**src/sv/cau_pkg.sv**
```systemverilog
// ----------------------------------------------------------------------------
// cau_pkg: shared types and constants for the complex arithmetic unit.
// Holds the operation codes, the item structs and the pipeline record types.
// ----------------------------------------------------------------------------
`default_nettype none

package cau_pkg;

  // Operation codes.
  typedef enum logic [1:0] {
    FUNC_ADD = 2'd0,
    FUNC_SUB = 2'd1,
    FUNC_MUL = 2'd2,
    FUNC_DIV = 2'd3
  } func_t;

  localparam int DW = 16;
  localparam int FB = 8;
  // Product width and divider geometry.
  localparam int PW = 2 * DW + 2;
  // Quotient steps: one per numerator bit (PW) plus the fraction bits.
  localparam int QSTEPS = PW + FB;
  localparam int QW = DW + 2;

  typedef struct packed {
    func_t              func;
    logic signed [DW-1:0] left_re;
    logic signed [DW-1:0] left_im;
    logic signed [DW-1:0] right_re;
    logic signed [DW-1:0] right_im;
  } in_item_t;

  typedef struct packed {
    logic signed [DW-1:0] res_re;
    logic signed [DW-1:0] res_im;
    logic                 overflow;
    logic                 div_zero;
  } out_item_t;

  // One divider lane state handed from cell to cell.
  typedef struct packed {
    logic          neg;
    logic [PW-1:0] num;
    logic [PW:0]   rem;
    logic [QW-1:0] q;
  } lane_t;

  // Record passed down the chain of cells.
  typedef struct packed {
    logic          valid;
    logic          is_div;
    logic          dz;
    logic [PW-1:0] den;
    lane_t         re;
    lane_t         im;
  } cell_rec_t;

endpackage

`default_nettype wire

```
**src/sv/cau_cell.sv**
```systemverilog
// ----------------------------------------------------------------------------
// cau_cell: one restoring division step for both parts of a record.
// Brings in one numerator bit, conditionally subtracts the divisor and
// shifts the quotient bit in, with a sticky cap just above the signed range.
// ----------------------------------------------------------------------------
`default_nettype none

module cau_cell (
  input  wire              clk,
  input  wire              rst,
  input  cau_pkg::cell_rec_t rec_in,
  output cau_pkg::cell_rec_t rec_out
);
  import cau_pkg::*;

  localparam logic [QW-1:0] QCAP = QW'(1) << (DW - 1);

  cell_rec_t rec_next;

  function automatic lane_t step(input lane_t l, input logic [PW-1:0] den);
    logic [PW:0]   r2;
    logic [PW:0]   dif;
    logic          bit_q;
    logic [QW:0]   q2;
    lane_t         o;
    r2    = {l.rem[PW-1:0], l.num[PW-1]};
    dif   = r2 - {1'b0, den};
    bit_q = (r2 >= {1'b0, den});
    o     = l;
    o.num = {l.num[PW-2:0], 1'b0};
    o.rem = bit_q ? dif : r2;
    q2    = {l.q, bit_q};
    // Once the quotient passes the cap it stays pinned above it.
    if (q2 > {1'b0, QCAP}) o.q = QCAP + QW'(1);
    else o.q = q2[QW-1:0];
    return o;
  endfunction

  // Apply one step to each lane.
  always_comb begin
    rec_next    = rec_in;
    rec_next.re = step(rec_in.re, rec_in.den);
    rec_next.im = step(rec_in.im, rec_in.den);
  end

  // Hand the record to the next cell.
  always_ff @(posedge clk) begin
    if (rst) begin
      rec_out.valid <= 1'b0;
    end else begin
      rec_out.valid <= rec_in.valid;
    end
    rec_out.is_div <= rec_next.is_div;
    rec_out.dz     <= rec_next.dz;
    rec_out.den    <= rec_next.den;
    rec_out.re     <= rec_next.re;
    rec_out.im     <= rec_next.im;
  end

endmodule

`default_nettype wire

```
**config.mk**
```make
export PLATFORM = sky130hd
export DESIGN_NAME = cau_cell
export DESIGN_NICKNAME = d
export VERILOG_FILES = /design/src/sv/cau_pkg.sv /design/src/sv/cau_cell.sv
export SDC_FILE = /design/constraint.sdc
export NUM_CORES = 1
export LEC_CHECK = 0
export BUFFER_PORTS_ARGS = -buffer_cell sky130_fd_sc_hd__buf_2
export CORE_AREA = 2 2 166 168
export CTS_CLUSTER_DIAMETER = 100
export DETAILED_ROUTE_END_ITERATION = 8
export DIE_AREA = 0 0 168 170
export MAX_ROUTING_LAYER = met4
export PLACE_DENSITY_LB_ADDON = 0.15
export SLEW_MARGIN = 20
export SYNTH_ARGS = -nofsm -noshare
export SYNTH_HDL_FRONTEND = slang
export SYNTH_SLANG_ARGS = --single-unit
```
**constraint.sdc**
```tcl
create_clock -name clk -period 6.4 [get_ports clk]
set_input_delay 0.32 -clock clk [delete_from_list [all_inputs] [get_ports clk]]
set_output_delay 0.32 -clock clk [all_outputs]
set_load 0.01 [all_outputs]
```
# Word-level counts from Yosys, hierarchy flattened
# Index checks and enable logic that the tools add are counted.
# W data, S select, Z words.
[word_totals]
out_inout_bits = 213
word_cells = 20
reg_bits = 211
in_bits = 215
[op_classes]
magnitude_cmp = 4
n_mux = 2
addsub = 2
[ops]
columns = ["op", "n"]
rows = [
  ["$ge A35 B34 Y1", 2],
  ["$mux W35", 2],
  ["$sub A35 B34 Y35", 2],
  ["$gt A19 B16 Y1 const B", 2],
]

# Depth between registers and ports, before layout
[logic_depth]
depth_word = 2
depth_mapped = 14
ltp_nobuf = 12

# Worst setup path after synthesis
# Ideal clock, no wire load.
[synth_timing]
kind = "input to register"
start = "in rec_in[177] (netlist name)"
end = "reg rec_out[23] (netlist name)"
slack_ps = 3319
t_required_ps = 6279
cell_stages = 12
setup_time_ps = 121
t_arrival_ps = 2960
path_buffers = 1
path_cell_list = "inv_1 -> ha_1 -> nor2b_1 -> o31a_1 -> o41a_4 -> and4_4 -> o311ai_4 -> a21oi_2 -> o31ai_4 -> nand2_4 -> buf_6 -> mux2_4"
[synth_lines]
columns = ["item", "line_no", "source"]
rows = [
  ["start, declared", "cau_cell.sv:11", "input cau_pkg::cell_rec_t rec_in,"],
  ["end, declared", "cau_cell.sv:12", "output cau_pkg::cell_rec_t rec_out"],
]

# Worst setup path after layout
[layout_timing]
start = "in rec_in[178] (netlist name)"
end = "reg rec_out[90] (netlist name)"
[layout_via]
elab_chain_len = 2
[layout_rtl]
columns = ["item", "line_no", "source"]
rows = [
  ["$ge A35 B34 Y1", "cau_cell.sv:28", "bit_q = (r2 >= {1'b0, den});"],
  ["$gt A19 B16 Y1", "cau_cell.sv:34", "if (q2 > {1'b0, QCAP}) o.q = QCAP + QW'(1);"],
]
# No other way between the ends.
# A chain may end at the register's enable or synchronous reset.

==> metrics.md <==
| Metric | Value |
|---|---|
| Result of the run | `finished, final reports clean` |
| Via count | `between 8,000 and 9,000` |
| CTS Root Cell | `clkbuf_16` |
| Pin slew with the least headroom to its limit | `about 870 ps` |
| Nature of the critical path endpoint | `flop` |
| Synth Area in Simple Gates | `between 10% and 20%` |
| Min cycle time layout | `about 4000 ps` |
| Commonest non-fill, non-tap cell in the layout | `buf_2` |
| Largest family of logic cells by synthesized area | `compound AO/OA/AOI/OAI gates` |
| Hold Crit Class | `in -> reg` |
| Complex-gate fraction of the synthesized area | `16.9%` |
| Final setup violation count | `0` |
| Resize count post-CTS | `0` |
| Initial detailed-routing violation count | `381` |
| Final Cycle Share | `62.4%` |
| CTS max path bufs | `3` |
| Fraction of layout cells with a size suffix above 1 | `34.1%` |
| Largest register by flop count | `rec_out` |
| Effective utilization at floorplan | `a little over a third` |
| Critical Path RT | `slightly below 7000 ps` |
| Share of synthesized area occupied by flip-flops and latches | `around 45%` |
| Post-synthesis xor/xnor area fraction | `5.44%` |
| Detailed-routing iteration count for the pre-antenna-repair pass | `4` |
| Synthesized-area fraction occupied by adder cells | `a little under a tenth` |
| Category of the critical setup timing path | `in -> reg` |
| Mean number of vias per cell | `4.81` |
| Count of standard-cell rows | `60` |
| TritonCTS clock tree | `yes` |
| RSZ-0062 raised after global routing | `false` |
| Placeable core region | `0.0267 sq mm` |
| Per-instance average area after synthesis | `9.86 sq um` |
| Max Clock Freq | `between 200 and 300 MHz` |
| Worst slack after detailed placement | `~2400 ps` |
| Number of top-level pins | `428` |
| Maximum fanout count along the critical path | `15` |
| Placer congestion estimate | `0.898` |
| Number of enable-type register cells in the synthesized netlist | `0` |
| Total global routing track utilization | `22.4%` |
| Final hold vios | `0` |
| HPWL reported at the end of detailed placement | `25.2 mm` |
| Max rail drop VDD | `205 uV` |
| Synth Cell Area | `approximately 0.0093 sq mm` |
| Largest registers ranked by flip-flop count | `rec_out: 211 flops` |
| Max-slew violation total from the final report | `0` |
| Number of nets with antenna violations after detailed routing | `0` |
| Ys async rst share | `0%` |
| Worst Hold Margin | `approximately 20 ps` |
| Die outline height | `about 170 um` |
| Post-detailed-route DRC marker count | `0` |
| Post-synthesis mux area share | `6.10%` |
| Most used flip-flop cell after synthesis | `dfxtp_1` |
| Post-detailed-routing wire length | `32.7 mm` |
| Die outline area | `0.0286 sq mm` |
| Die width | `between 150 and 200 um` |
| Detail-routed net length per standard cell | `~18 um` |
| Smallest setup slack after layout | `2410 ps` |
| First-pass GRT wire length | `48.3 mm` |
| Cells after Synth | `~950` |
| Via count of the first global-routing pass | `8,736` |
| Setup total negative slack | `0 ps` |
| Max cap viols | `0` |
| CTS HTree Levels | `1` |
| Warnings, synthesis | `0` |
| Nets@finish | `~1,800` |
| Number of sinks handled by clock tree synthesis | `211` |
| Clock slew seen by the registers of the worst setup and hold paths | `60 ps` |
| Count of cell types in the netlist | `66` |
| Power density cells | `279 mW/mm^2` |
| Critical Path AT | `4450 ps` |
| Total CTS buffers | `24` |
| Flops & latches, synth | `211` |
| Layout overhead on the synthesized area | `47.0%` |
| Antenna violations before repair | `11` |
| Total leakage power | `6.80 nW` |
| Leading cell types in the layout, fill and taps excluded | `423 x buf_2, 211 x dfxtp_1, 110 x dlygate4sd3_1` |
| Sort of element at the start of the critical path | `primary input` |
| Count of input and output buffers | `423` |
| Residual overflow from global routing | `0` |
| Max-slew headroom | `around two fifths` |
| Final standard cell utilization of the core | `51.5%` |
| Max reg flops | `211` |
| Largest net degree at the start of global routing | `36` |
-- per-stage QoR --
stage	area [sq um]	power, mW	std cells
global route	13700	4.02	1849
detailed placement	11800	2.36	1686
global placement	11800	2.36	1686
finish	13700	3.83	1849
floorplan	9360	2.03	952
CTS	13700	3.87	1838
-- per-layer routing --
metal	share of wire, %	track usage (%)
met5	0	-
met4	3.0	6.88
met3	8.4	6.56
met2	50	39.8
met1	38	24.1
-- worst max-delay path: stages --
cell	delay, ps
dlygate4sd3_1	530
buf_2	120
inv_1	130
ha_1	310
o211ai_1	190
a21o_1	130
nand3_1	80
a21oi_1	530
a2111o_1	280
nand3_1	190
a211o_1	610
o21ai_1	760
and3_1	250
-- final timing paths --
| kind | start | to | cells past startpoint |
|---|---|---|---|
| min | rec_in[177] | rec_out[177] | 1 |
| max | rec_in[178] | rec_out[90] | 13 |
-- power by group --
part           switching, mW  internal, mW
registers             0.0318          1.45
logic                  0.483         0.431
clock network          0.551         0.885
-- cell usage after synthesis (3+ instances only) --
master / instances / area share (%)
nor3b_1: 14 / 1.1
a211o_1: 3 / 0.28
nor2b_1: 8 / 0.54
clkbuf_1: 25 / 1.0
nand2_1: 66 / 2.7
or4_1: 4 / 0.32
and3_1: 22 / 1.5
ha_1: 68 / 9.1
dfxtp_1: 211 / 45
inv_1: 62 / 2.5
a2111o_1: 3 / 0.36
a311oi_1: 3 / 0.28
or3_1: 5 / 0.34
a21o_1: 31 / 2.5
xor2_1: 20 / 1.9
mux2i_1: 7 / 0.75
o21bai_1: 10 / 0.80
a31oi_1: 8 / 0.54
a21oi_1: 69 / 3.7
xnor2_1: 38 / 3.6
mux2_2: 7 / 0.84
o2111ai_1: 5 / 0.47
nand4_1: 10 / 0.67
o21ai_0: 61 / 3.3
buf_6: 4 / 0.48
nor4_1: 7 / 0.47
and4_1: 3 / 0.28
o21a_1: 10 / 0.80
mux2_4: 28 / 4.5
nor2_1: 48 / 1.9
nor3_1: 11 / 0.59
a211oi_1: 8 / 0.64
nand2b_1: 11 / 0.74
nand3_1: 15 / 0.80
-- cell families (layout without fill, tap and decap cells) --
logic type,Yosys count,count (layout)
AO/OA/AOI/OAI,240,240
adder cells (fa/ha/maj),70,70
flip-flops,211,211
multiplexers,42,42
XOR/XNOR,58,58
AND/OR/NAND/NOR,231,231
buffers and inverters,94,639
other,1,17
-- repair_timing --
item / in CTS / in global routing
hold endpoints to repair: 110 / 0
hold buffers: 110 / 0
setup buffers: 0 / 0
-- layout make-up --
type / count / area [sq um]
timing repair buffer: 535 / 3230
fill: 2474 / 12900
clock inverter: 10 / 164
inverter: 62 / 233
tap: 341 / 427
clock buffer: 32 / 661
multi-input combinational: 647 / 4750
antenna: 11 / 27.5
sequential: 211 / 4220
Note: power is estimated with default switching activity, not from simulation.
